File: config.mk
export PLATFORM = sky130hd
export DESIGN_NAME = sparse_polynomial_multiply_unit
export DESIGN_NICKNAME = d
export VERILOG_FILES = /design/src/hw/rtl/spm_pkg.sv /design/src/hw/rtl/spm_ctrl.sv /design/src/hw/rtl/spm_datapath.sv /design/src/hw/rtl/sparse_polynomial_multiply_unit.sv
export SDC_FILE = /design/constraint.sdc
export NUM_CORES = 2
export LEC_CHECK = 0
export ABC_CLOCK_PERIOD_IN_PS = 9700
export BUFFER_PORTS_ARGS = -buffer_cell sky130_fd_sc_hd__buf_4
export CAP_MARGIN = 20
export CORE_UTILIZATION = 57
export DETAILED_ROUTE_END_ITERATION = 6
export PLACE_DENSITY = 0.76
export SLEW_MARGIN = 20
export SYNTH_ARGS = -nofsm -noshare
export SYNTH_HDL_FRONTEND = slang
export SYNTH_SLANG_ARGS = --single-unit
File: constraint.sdc
create_clock -name clk -period 9.7 [get_ports clk]
set_input_delay 0.485 -clock clk [delete_from_list [all_inputs] [get_ports clk]]
set_output_delay 0.485 -clock clk [all_outputs]
set_load 0.03 [all_outputs]
File: src/hw/rtl/spm_pkg.sv
// Shared types and constants for the sparse polynomial multiply unit.
// Used by spm_ctrl, spm_datapath and the top level; depends on nothing.
`timescale 1ns / 1ps

package spm_pkg;

	localparam int COEF_W  = 16;
	localparam int EXPON_W = 5;
	localparam int PROD_W  = 32;
	localparam int ACC_W   = 36;
	localparam int PEXP_W  = 6;

	localparam logic [ACC_W-1:0] ACC_MAX = {1'b0, {(ACC_W-1){1'b1}}};
	localparam logic [ACC_W-1:0] ACC_MIN = {1'b1, {(ACC_W-1){1'b0}}};

	localparam logic REQ_FIRST  = 1'b0;
	localparam logic REQ_SECOND = 1'b1;

	typedef enum logic [2:0] {
		ST_IDLE,
		ST_MUL,
		ST_DRAIN,
		ST_SCAN,
		ST_SDRAIN,
		ST_ZERO
	} state_t;

	typedef struct packed {
		logic load;       // capture the accepted transaction
		logic store;      // store a first-polynomial term
		logic issue;      // read the next stored term into the multiply pipe
		logic scan_init;  // load the scan pointer with the top slot
		logic scan_step;  // read one slot for emission
		logic emit_zero;  // emit the single zero term
		logic clear;      // drop stored terms and accumulator contents
	} cmd_t;

	typedef struct packed {
		logic count_nz;
		logic issue_last;
		logic pipe_busy;
		logic last_pending;
		logic nz_any;
		logic scan_end;
		logic scan_busy;
	} sts_t;

endpackage

File: src/hw/rtl/spm_ctrl.sv
// Controller state machine for the sparse polynomial multiply unit.
// Depends on spm_pkg; drives spm_datapath through spm_pkg::cmd_t.
`timescale 1ns / 1ps

module spm_ctrl (
	input  logic          clk,
	input  logic          arst_n,
	input  logic          start,
	input  logic          req_type,
	input  logic          no_term,
	input  logic          last_term,
	input  spm_pkg::sts_t sts,
	output spm_pkg::cmd_t cmd,
	output logic          busy
);

	spm_pkg::state_t state_q, state_d;

	always_ff @(posedge clk or negedge arst_n) begin
		if (!arst_n) begin
			state_q <= spm_pkg::ST_IDLE;
		end else begin
			state_q <= state_d;
		end
	end

	always_comb begin
		state_d = state_q;
		cmd     = '0;
		busy    = 1'b1;
		unique case (state_q)
			spm_pkg::ST_IDLE: begin
				busy = 1'b0;
				if (start) begin
					cmd.load = 1'b1;
					if (req_type == spm_pkg::REQ_FIRST) begin
						cmd.store = !no_term;
					end else if (!no_term && sts.count_nz) begin
						state_d = spm_pkg::ST_MUL;
					end else if (last_term) begin
						// no products from this term: emit right away
						if (sts.nz_any) begin
							cmd.scan_init = 1'b1;
							state_d       = spm_pkg::ST_SCAN;
						end else begin
							state_d = spm_pkg::ST_ZERO;
						end
					end
				end
			end
			spm_pkg::ST_MUL: begin
				cmd.issue = 1'b1;
				if (sts.issue_last) begin
					state_d = spm_pkg::ST_DRAIN;
				end
			end
			spm_pkg::ST_DRAIN: begin
				// wait for the last accumulator write before looking at the slots
				if (!sts.pipe_busy) begin
					if (!sts.last_pending) begin
						state_d = spm_pkg::ST_IDLE;
					end else if (sts.nz_any) begin
						cmd.scan_init = 1'b1;
						state_d       = spm_pkg::ST_SCAN;
					end else begin
						state_d = spm_pkg::ST_ZERO;
					end
				end
			end
			spm_pkg::ST_SCAN: begin
				cmd.scan_step = 1'b1;
				if (sts.scan_end) begin
					state_d = spm_pkg::ST_SDRAIN;
				end
			end
			spm_pkg::ST_SDRAIN: begin
				if (!sts.scan_busy) begin
					cmd.clear = 1'b1;
					state_d   = spm_pkg::ST_IDLE;
				end
			end
			spm_pkg::ST_ZERO: begin
				cmd.emit_zero = 1'b1;
				cmd.clear     = 1'b1;
				state_d       = spm_pkg::ST_IDLE;
			end
			default: begin
				state_d = spm_pkg::ST_IDLE;
			end
		endcase
	end

endmodule

File: src/hw/rtl/spm_datapath.sv
// Datapath of the sparse polynomial multiply unit: term store, multiply and
// accumulate pipe, slot accumulator memory and emission scan. Depends on spm_pkg.
`timescale 1ns / 1ps

module spm_datapath #(
	parameter int MAX_TERMS = 16,
	parameter int MAX_EXP   = 31
) (
	input  logic                                clk,
	input  logic                                arst_n,
	input  spm_pkg::cmd_t                       cmd,
	output spm_pkg::sts_t                       sts,
	input  logic signed [spm_pkg::COEF_W-1:0]   term_coef,
	input  logic        [spm_pkg::EXPON_W-1:0]  term_expon,
	input  logic                                last_term,
	output logic                                prod_valid,
	output logic        [spm_pkg::ACC_W-1:0]    prod_coef,
	output logic        [spm_pkg::PEXP_W-1:0]   prod_expon,
	output logic                                prod_last
);

	localparam int IDX_W  = (MAX_TERMS > 1) ? $clog2(MAX_TERMS) : 1;
	localparam int CNT_W  = $clog2(MAX_TERMS + 1);
	localparam int SLOTS  = 2 * MAX_EXP + 1;
	localparam int SLOT_W = $clog2(SLOTS);
	localparam int ACC_W  = spm_pkg::ACC_W;
	localparam int PROD_W = spm_pkg::PROD_W;

	// captured transaction
	logic signed [spm_pkg::COEF_W-1:0]  coef_q;
	logic        [spm_pkg::EXPON_W-1:0] expon_q;
	logic                               last_q;
	logic        [spm_pkg::EXPON_W-1:0] expon_in;

	// first-polynomial store
	logic signed [spm_pkg::COEF_W-1:0]  first_coef_mem  [MAX_TERMS];
	logic        [spm_pkg::EXPON_W-1:0] first_expon_mem [MAX_TERMS];
	logic        [CNT_W-1:0]            count_q;
	logic        [IDX_W-1:0]            idx_q;

	// multiply and accumulate pipe
	logic                               vld_s1;
	logic signed [spm_pkg::COEF_W-1:0]  fc_s1;
	logic        [spm_pkg::EXPON_W-1:0] fe_s1;
	logic        [spm_pkg::PEXP_W-1:0]  slot_sum;
	logic        [SLOT_W-1:0]           slot_s1;
	logic                               vld_s2;
	logic signed [PROD_W-1:0]           prod_s2;
	logic        [SLOT_W-1:0]           slot_s2;

	// accumulator memory, nonzero map and bypass of the last write
	logic [ACC_W-1:0]  acc_mem [SLOTS];
	logic [ACC_W-1:0]  acc_rd_q;
	logic [SLOT_W-1:0] rd_addr;
	logic [SLOTS-1:0]  nz_q;
	logic              fwd_vld_q;
	logic [SLOT_W-1:0] fwd_slot_q;
	logic [ACC_W-1:0]  fwd_data_q;
	logic [ACC_W-1:0]  acc_old;
	logic [ACC_W:0]    acc_sum;
	logic [ACC_W-1:0]  acc_new;

	// emission scan
	logic [SLOT_W-1:0] scan_q;
	logic              scan_s1;
	logic [SLOT_W-1:0] scan_slot_s1;
	logic [SLOTS-1:0]  below_mask;

	logic                       out_vld_q;
	logic [ACC_W-1:0]           out_coef_q;
	logic [spm_pkg::PEXP_W-1:0] out_expon_q;
	logic                       out_last_q;

	assign expon_in = (term_expon > spm_pkg::EXPON_W'(MAX_EXP)) ?
		spm_pkg::EXPON_W'(MAX_EXP) : term_expon;

	always_ff @(posedge clk) begin
		if (cmd.load) begin
			coef_q  <= term_coef;
			expon_q <= expon_in;
		end
	end

	always_ff @(posedge clk or negedge arst_n) begin
		if (!arst_n) begin
			last_q  <= 1'b0;
			count_q <= '0;
			idx_q   <= '0;
		end else begin
			if (cmd.load) begin
				last_q <= last_term;
				idx_q  <= '0;
			end else if (cmd.issue) begin
				idx_q <= idx_q + 1'b1;
			end
			if (cmd.clear) begin
				count_q <= '0;
			end else if (cmd.store && count_q < CNT_W'(MAX_TERMS)) begin
				count_q <= count_q + 1'b1;
			end
		end
	end

	// terms beyond the store depth are dropped
	always_ff @(posedge clk) begin
		if (cmd.store && count_q < CNT_W'(MAX_TERMS)) begin
			first_coef_mem[count_q[IDX_W-1:0]]  <= term_coef;
			first_expon_mem[count_q[IDX_W-1:0]] <= expon_in;
		end
		if (cmd.issue) begin
			fc_s1 <= first_coef_mem[idx_q];
			fe_s1 <= first_expon_mem[idx_q];
		end
	end

	assign slot_sum = {1'b0, fe_s1} + {1'b0, expon_q};
	assign slot_s1  = slot_sum[SLOT_W-1:0];

	always_ff @(posedge clk) begin
		prod_s2 <= fc_s1 * coef_q;
		slot_s2 <= slot_s1;
	end

	always_ff @(posedge clk or negedge arst_n) begin
		if (!arst_n) begin
			vld_s1 <= 1'b0;
			vld_s2 <= 1'b0;
		end else begin
			vld_s1 <= cmd.issue;
			vld_s2 <= vld_s1;
		end
	end

	// the read for the next product overlaps the write of the current one
	assign acc_old = (fwd_vld_q && fwd_slot_q == slot_s2) ? fwd_data_q :
		(nz_q[slot_s2] ? acc_rd_q : '0);
	assign acc_sum = {acc_old[ACC_W-1], acc_old} +
		{{(ACC_W + 1 - PROD_W){prod_s2[PROD_W-1]}}, prod_s2};

	always_comb begin
		case (acc_sum[ACC_W:ACC_W-1])
			2'b01:   acc_new = spm_pkg::ACC_MAX;
			2'b10:   acc_new = spm_pkg::ACC_MIN;
			default: acc_new = acc_sum[ACC_W-1:0];
		endcase
	end

	assign rd_addr = vld_s1 ? slot_s1 : scan_q;

	always_ff @(posedge clk) begin
		if (vld_s2) begin
			acc_mem[slot_s2] <= acc_new;
		end
		acc_rd_q   <= acc_mem[rd_addr];
		fwd_slot_q <= slot_s2;
		fwd_data_q <= acc_new;
	end

	// a slot whose map bit is low reads as zero, so clearing the map clears the memory
	always_ff @(posedge clk or negedge arst_n) begin
		if (!arst_n) begin
			nz_q      <= '0;
			fwd_vld_q <= 1'b0;
		end else begin
			fwd_vld_q <= vld_s2;
			if (cmd.clear) begin
				nz_q <= '0;
			end else if (vld_s2) begin
				nz_q[slot_s2] <= (acc_new != '0);
			end
		end
	end

	always_ff @(posedge clk or negedge arst_n) begin
		if (!arst_n) begin
			scan_q  <= '0;
			scan_s1 <= 1'b0;
		end else begin
			scan_s1 <= cmd.scan_step;
			if (cmd.scan_init) begin
				scan_q <= SLOT_W'(SLOTS - 1);
			end else if (cmd.scan_step) begin
				scan_q <= scan_q - 1'b1;
			end
		end
	end

	always_ff @(posedge clk) begin
		scan_slot_s1 <= scan_q;
	end

	assign below_mask = (SLOTS'(1) << scan_slot_s1) - SLOTS'(1);

	always_ff @(posedge clk or negedge arst_n) begin
		if (!arst_n) begin
			out_vld_q <= 1'b0;
		end else begin
			out_vld_q <= (scan_s1 && nz_q[scan_slot_s1]) || cmd.emit_zero;
		end
	end

	always_ff @(posedge clk) begin
		if (cmd.emit_zero) begin
			out_coef_q  <= '0;
			out_expon_q <= '0;
			out_last_q  <= 1'b1;
		end else begin
			out_coef_q  <= acc_rd_q;
			out_expon_q <= spm_pkg::PEXP_W'(scan_slot_s1);
			out_last_q  <= ((nz_q & below_mask) == '0);
		end
	end

	assign prod_valid = out_vld_q;
	assign prod_coef  = out_coef_q;
	assign prod_expon = out_expon_q;
	assign prod_last  = out_last_q;

	assign sts.count_nz     = (count_q != '0);
	assign sts.issue_last   = (CNT_W'(idx_q) == count_q - 1'b1);
	assign sts.pipe_busy    = vld_s1 || vld_s2;
	assign sts.last_pending = last_q;
	assign sts.nz_any       = (nz_q != '0);
	assign sts.scan_end     = (scan_q == '0);
	assign sts.scan_busy    = scan_s1;

	a_no_acc_during_scan: assert property (@(posedge clk) disable iff (!arst_n)
		!(vld_s2 && scan_s1))
		else $error("accumulator written during emission scan");

	a_count_bound: assert property (@(posedge clk) disable iff (!arst_n)
		count_q <= CNT_W'(MAX_TERMS))
		else $error("stored term count beyond store depth");

	a_clear_empties: assert property (@(posedge clk) disable iff (!arst_n)
		cmd.clear |=> (nz_q == '0) && (count_q == '0))
		else $error("clear left slots or stored terms behind");

	a_zero_term_is_lone: assert property (@(posedge clk) disable iff (!arst_n)
		(out_vld_q && out_coef_q == '0) |-> (out_last_q && out_expon_q == '0))
		else $error("zero coefficient emitted as a regular term");

endmodule

File: src/hw/rtl/sparse_polynomial_multiply_unit.sv
// Top level of the sparse polynomial multiply unit.
// Instantiates spm_ctrl and spm_datapath; depends on spm_pkg.
//
//   channel   handshake              payload
//   input     start / busy           req_type, term_coef, term_expon, no_term, last_term
//   result    prod_valid (strobe)    prod_coef, prod_expon, prod_last
//
// A first-polynomial transaction only stores its term, if it has one. A second-polynomial
// term is accepted, then makes one multiply pass per stored term through the single
// 16x16 multiplier, and then the pipe drains. Emission scans all 2*MAX_EXP+1
// accumulator slots, one memory read a cycle; an all-zero result is emitted as a
// single zero term. Reset clears the accumulator at once through its nonzero map.
// Results are strobes with no back-pressure; busy is high while a second-polynomial
// term is being multiplied or its result emitted, and low in the idle state.
`timescale 1ns / 1ps

module sparse_polynomial_multiply_unit #(
	parameter int MAX_TERMS = 16,
	parameter int MAX_EXP   = 31
) (
	input  logic                                clk,
	input  logic                                arst_n,
	input  logic                                start,
	output logic                                busy,
	input  logic                                req_type,
	input  logic signed [spm_pkg::COEF_W-1:0]   term_coef,
	input  logic        [spm_pkg::EXPON_W-1:0]  term_expon,
	input  logic                                no_term,
	input  logic                                last_term,
	output logic                                prod_valid,
	output logic        [spm_pkg::ACC_W-1:0]    prod_coef,
	output logic        [spm_pkg::PEXP_W-1:0]   prod_expon,
	output logic                                prod_last
);

	spm_pkg::cmd_t cmd;
	spm_pkg::sts_t sts;

	spm_ctrl u_ctrl (
		.clk       (clk),
		.arst_n    (arst_n),
		.start     (start),
		.req_type  (req_type),
		.no_term   (no_term),
		.last_term (last_term),
		.sts       (sts),
		.cmd       (cmd),
		.busy      (busy)
	);

	spm_datapath #(
		.MAX_TERMS (MAX_TERMS),
		.MAX_EXP   (MAX_EXP)
	) u_datapath (
		.clk        (clk),
		.arst_n     (arst_n),
		.cmd        (cmd),
		.sts        (sts),
		.term_coef  (term_coef),
		.term_expon (term_expon),
		.last_term  (last_term),
		.prod_valid (prod_valid),
		.prod_coef  (prod_coef),
		.prod_expon (prod_expon),
		.prod_last  (prod_last)
	);

endmodule
Word-level counts from Yosys, hierarchy flattened. Memories as Yosys holds them, arrays and structs flattened. A register that Yosys moved wholly into a read port is not among the register bits. Cells that the tools add are included. Widths: inputs -> output; s select.

Add/subtract/negate cells: 7. Multipliers: 1. $lt $le $gt $ge: 5. Equal/unequal tests: 16. Shift-type cells: 1. Muxes and demuxes: 52. Bitwise gates (word level): 1. Reduce and logical (&&, ||, !) cells: 19.

Operators with widths (count): $mux 63 (2); $mux 36 (2); $pmux 36 s2 (1); $and 63x63->63 (1); $bwmux 63 (1); $logic_not 63->1 (1); $reduce_bool 63->1 (1); $shl 1x6->63 const A (1); $sub 63x2->63 const B (1); $add 36x32->37 (1); $reduce_bool 36->1 (1); $mul 16x16->32 (1); $mux 3 (10); $mux 1 (20); $mux 6 (3); $mux 5 (3); $pmux 3 s5 (1); $lt 6x7->1 const B (2); $bmux 1 s6 (2); $ne 2x2->1 const B (6); $mux 4 (2); $reduce_bool 2->1 (4); $reduce_and 7->1 (1); $add 5x5->6 (1); 24 further kinds (33).

Register bits after elaboration: 237. Bits in writable memories: 2604. Input bits: 27. Output and inout port bits: 45. Word-level logic and storage cells: 126. Memories: 3.

Memories: u_datapath.acc_mem (words 63, width 36, read ports 1, clocked after Yosys merged registers in 1, write ports 1, RTL line spm_datapath.sv:52) `logic [ACC_W-1:0] acc_mem [SLOTS];`; u_datapath.first_coef_mem (words 16, width 16, read ports 1, clocked after Yosys merged registers in 1, write ports 1, RTL line spm_datapath.sv:36) `logic signed [spm_pkg::COEF_W-1:0] first_coef_mem [MAX_TERMS];`; u_datapath.first_expon_mem (words 16, width 5, read ports 1, clocked after Yosys merged registers in 1, write ports 1, RTL line spm_datapath.sv:37) `logic [spm_pkg::EXPON_W-1:0] first_expon_mem [MAX_TERMS];`.

Logic depth before layout (Yosys ltp).
Depth after elaboration: 11. Gate-level depth with buffers: 31. Depth with buffers taken out: 27.

Cells and area by module. From an unflattened synthesis, not the netlist that was laid out.

Cells, all modules: 7899. Area, all modules: 124931.1 µm².

By module, submodules not included: spm_datapath (instances 1, cells each 7859, area each 124577.0 µm², sequential area each 84861.4 µm²); spm_ctrl (instances 1, cells each 40, area each 354.1 µm², sequential area each 75.1 µm²).

Least setup slack after synthesis. Ideal clock, no wire load.

Kind: register to register. From: register u_datapath.slot_s2[0]. To: memory u_datapath.acc_mem[0][19], data pin. Library setup time: 1.023 ns. Data arrival time: 9.345 ns. Data required time: 8.677 ns. Path slack: -0.668 ns. Stages on the path, launching flop included: 23. Path buffers: 3. Clock period less this slack: 10.368 ns. Cells stage by stage: dfxtp_1 > clkbuf_1 > buf_2 > xnor2_1 > nand4_1 > nor4_1 > nor2_1 > clkbuf_1 > a22o_1 > ha_1 > inv_1 > fa_1 > and2b_1 > o31a_1 > o211ai_1 > a21oi_1 > o211ai_1 > a21oi_1 > o21a_1 > inv_1 > ha_1 > clkinv_1 > o311ai_0.

Cells in the longest elaborated chain, start to end: 7. Elaborated cells between the ends (all ways): 10. Classes of those cells: 1 x add/sub; 3 x eq/ne; 5 x mux; 1 x reduce/logical.

Ends and longest elaborated chain: start, declared (RTL line spm_datapath.sv:49) `logic [SLOT_W-1:0] slot_s2;`; start signal, assigned (RTL line spm_datapath.sv:121) `slot_s2 <= slot_s1;`; $bmux 1 s6 (RTL line spm_datapath.sv:136) `(nz_q[slot_s2] ? acc_rd_q : '0);`; $mux 1 (implied by the code) (RTL line spm_datapath.sv:136); $mux 36 (RTL line spm_datapath.sv:136); $mux 36 (*) (RTL line spm_datapath.sv:135) `assign acc_old = (fwd_vld_q && fwd_slot_q == slot_s2) ? fwd_data_q :`; $add 36x32->37 (*) (RTL line spm_datapath.sv:137) `assign acc_sum = {acc_old[ACC_W-1], acc_old} +`; $eq 2x2->1 / $eq 2x1->1 (equally long branches) (RTL line spm_datapath.sv:141) `case (acc_sum[ACC_W:ACC_W-1])`; $pmux 36 s2 (*) (RTL line spm_datapath.sv:141); via u_datapath.acc_new[19] (RTL line spm_datapath.sv:61) `logic [ACC_W-1:0] acc_new;`; end, declared (RTL line spm_datapath.sv:52).

Mark *: on every way through the listed nets, which the timed path passes. The rest lies on a longest branch. The select of a mux whose other input is x is not followed.

Worst setup path after layout.
From: register u_datapath.slot_s2[2]. To: register u_datapath.nz_q[11].

Cells in the longest elaborated chain, start to end: 11. Elaborated cells between the ends (all ways): 19. Classes of those cells: 1 x add/sub; 2 x order compare; 3 x eq/ne; 10 x mux; 3 x reduce/logical.

Ends and longest elaborated chain: $bmux 1 s6 (RTL line spm_datapath.sv:136); $mux 1 (implied by the code) (RTL line spm_datapath.sv:136); $mux 36 (RTL line spm_datapath.sv:136); $mux 36 (*) (RTL line spm_datapath.sv:135); $add 36x32->37 (*) (RTL line spm_datapath.sv:137); $eq 2x2->1 / $eq 2x1->1 (equally long branches) (RTL line spm_datapath.sv:141); $pmux 36 s2 (*) (RTL line spm_datapath.sv:141); via u_datapath.acc_new[19] (RTL line spm_datapath.sv:61); $reduce_bool 36->1 (*) (RTL line spm_datapath.sv:169) `nz_q[slot_s2] <= (acc_new != '0);`; $bwmux 63 (*) (RTL line spm_datapath.sv:169); $mux 63 (*) (RTL line spm_datapath.sv:168) `end else if (vld_s2) begin`; $mux 63 (*) (RTL line spm_datapath.sv:166) `if (cmd.clear) begin`; end signal, assigned by index (RTL line spm_datapath.sv:169); end, declared (RTL line spm_datapath.sv:55) `logic [SLOTS-1:0] nz_q;`.

Marks and branches as above. A chain may end at the register's enable or synchronous reset.

==> run_results.csv <==
group,metric,value,unit
global_routing,grt_overflow,0,
floorplanning,core.rowCount,171,
timing,period_share,91.24,%
logic_synthesis,async_flop_share,3.002,%
setup_path,reg2reg_depth,28,
global_routing,grt_pass1_vias,75230,
setup_path,crit_path_max_fanout,63,
timing,min_period,8850,ps
setup_path,critPathSlowestCell,"dfxtp_1",
routing,drc,0,
place,place.gp.congestion,1.014,
final_layout,layout-drive-gt1-share,17.60,%
floorplanning,initial_utilization,57.54,%
setup_path,startpoint_type,"flop",
clock_network,numCtsBuffers,299,
worst_hold_path,worstHoldStart,"req_type",
logic_synthesis,ys_types,97,
floorplanning,die_w,470.9,um
setup_path,crit_top_cell,"a21oi_1",
clock_network,cts_tree,"built",
timing,slew_headroom,14.58,%
clock_network,clock_sinks,2898,
global_routing,grt_pass1_wl,513.7,mm
logic_synthesis,synth_seq_area_share,67.77,%
floorplanning,fp.dieH,470.9,um
logic_synthesis,ys_ff_latch,2898,
clock_network,clock_tree.root_cell,"clkbuf_16",
routing,vias,75110,
routing,routedWlPerCell,32.05,um
timing,clock_skew,109.9,ps
timing,grt_setup_unrepaired,"no",
final_layout,fillCellCount,14470,
setup_path,rrSetupSlack,850,ps
logic_synthesis,avgSynthCellArea,15.75,um^2
setup_path,max_stage_delay,1010,ps
global_routing,grt_max_degree,148,
routing,detail_route.iter0.violations,11170,
global_routing,track_usage,32.11,%
logic_synthesis,synth_area,0.1253,mm^2
worst_hold_path,min_delay_path_depth,3,
routing,vias_per_cell,6.753,
setup_path,criticalPathCategory,"reg -> reg",
clock_network,cts_buffer_depth,4,
place,dp_hpwl,190.1,mm
timing,final_hold_viol_count,0,
logic_synthesis,synth_edf_count,2646,
setup_path,worst_setup_path_end_kind,"flop",
setup_path,crit_arrival,9570,ps
floorplanning,core_area,0.2178,mm^2
global_routing,antenna_found_initial,10,
status,status,"complete, no violations",
routing,postRouteAntennaNets,0,
timing,max_freq,0.1130,GHz
final_layout,syn2layout_area_growth,11.02,%
logic_synthesis,synth_ff_type,"edfxtp_1",
logic_synthesis,synth_nets,8381,
setup_path,worst_ep_required_time,10420,ps
final_layout,nets,8468,
clock_network,clk_pin_slew,60,ps
floorplanning,ios,72,
floorplanning,fp.dieArea,0.2218,mm^2
logic_synthesis,syn-instance-count,7957,
logic_synthesis,ys_warn_count,0,
timing,finalSetupTns,0,ps
clock_network,insertion_delay,970,ps
clock_network,htreeDepth,5,
timing,finalMaxSlewViolations,0,
routing,postRouteWirelength,356.5,mm
routing,firstDrtPassIters,7,
timing,worst_pin_slew,1277,ps
worst_hold_path,hp-class,"in -> reg",
timing,setup_violations,0,
clock_network,cts_setup_buffers,0,
job,max-cap-violations,0,
setup_path,crit_path_start,"u_datapath.slot_s2[2]",
setup_path,timing.rr.start,"u_datapath.slot_s2[2]",
place,placement.io_buffers,71,
final_layout,regArea,0.08495,mm^2
final_layout,multi_input_comb_area,0.03741,mm^2
sequential cells by signal (all words and copies together), names as in the netlist, 32 cells and up:
signal	cells
u_datapath.acc_mem	2268
u_datapath.acc_rd_q	36
u_datapath.first_coef_mem	256
u_datapath.first_expon_mem	80
u_datapath.fwd_data_q	36
u_datapath.nz_q	63
u_datapath.prod_coef	36
u_datapath.prod_s2	32
final cells by class:
type	instances	share of cell area [%]
flip-flops and latches	2898	61.05
multi-input cells	4174	26.88
clock buffers	384	5.800
well taps	2854	2.566
repair buffers	261	1.639
inverters	410	1.139
clock inverters	136	0.9145
diodes	5	0.008992
repair_timing:
item	4_1_cts	5_1_grt
endpoints found under the hold margin	373	0
hold buffers	27	0
resized for setup	0	0
synthesized netlist by cell type (88+ instances only):
library cell / instances / area share [%]
a21oi_1: 133 / 0.53
edfxtp_1: 2646 / 63
o21ai_0: 136 / 0.54
mux4_2: 575 / 10
inv_1: 408 / 1.2
nand2_1: 1268 / 3.8
nand3_1: 386 / 1.5
a311oi_1: 144 / 1.0
nor2_1: 167 / 0.50
clkbuf_1: 331 / 0.99
a31oi_1: 88 / 0.44
dfxtp_1: 165 / 2.6
fa_1: 264 / 4.2
and2_1: 145 / 0.72
ha_1: 133 / 1.3
stage by stage:
stage                     hold slack [ps]  setup slack, ps  util, %  instance area, um^2  std cells
final                               103.0            849.8    63.89               139100      11120
after global routing                94.65            401.1    63.88               139100      11120
after CTS                           62.86            778.6    63.82               139000      11120
after detailed placement            352.1            829.9    59.41               129400      10570
after global placement              351.9            666.6    59.40               129400      10570
after floorplan                     189.4             1002        -               125300       7957
critical path: cells and delay by family, from the launching register on:
family | cells | cell delay, ps
adder cells (fa/ha/maj) | 3 | 570
buffers and inverters | 5 | 1210
AO/OA/AOI/OAI | 11 | 2350
flip-flops | 1 | 1010
AND/OR/NAND/NOR | 7 | 2660
multiplexers | 2 | 780
placed cells by master (no fill, tap or decap), types with 86 or more instances in the layout:
master	count
a21oi_1	130
a311oi_1	144
a31oi_1	88
and2_1	145
buf_4	213
clkbuf_16	306
dfxtp_1	162
edfxtp_1	2646
fa_1	264
ha_1	133
inv_1	345
mux4_2	575
nand2_1	1248
nand3_1	386
nor2_1	150
nor4_1	86
o21ai_0	130
per-layer routing:
metal	track usage [%]	wire length, um
met1	43.33	126900
met2	49.67	165500
met3	6.745	42900
met4	16.76	21160
met5	0	13
kinds of logic (layout without fill, tap and decap cells):
family | count (synthesis) | in the layout | share of synthesized area [%]
AND/OR/NAND/NOR | 2274 | 2274 | 8.155
multiplexers | 596 | 596 | 10.51
XOR/XNOR | 92 | 92 | 0.6489
flip-flops | 2898 | 2898 | 67.77
AO/OA/AOI/OAI | 814 | 814 | 4.574
buffers and inverters | 885 | 1191 | 2.795
other | 0 | 5 | 0
adder cells (fa/ha/maj) | 398 | 398 | 5.552
final timing paths:
kind                                         endpoint
setup / recovery                  u_datapath.nz_q[11]
hold / removal                  u_datapath.count_q[1]
setup reg to reg                  u_datapath.nz_q[11]
hold reg to reg            u_datapath.scan_slot_s1[0]
max in group asynchronous         u_datapath.idx_q[1]
min in group asynchronous           u_ctrl.state_q[0]
Power is not shown: default switching activity piles up to over one toggle a cycle in this logic, so the estimate is an artifact.
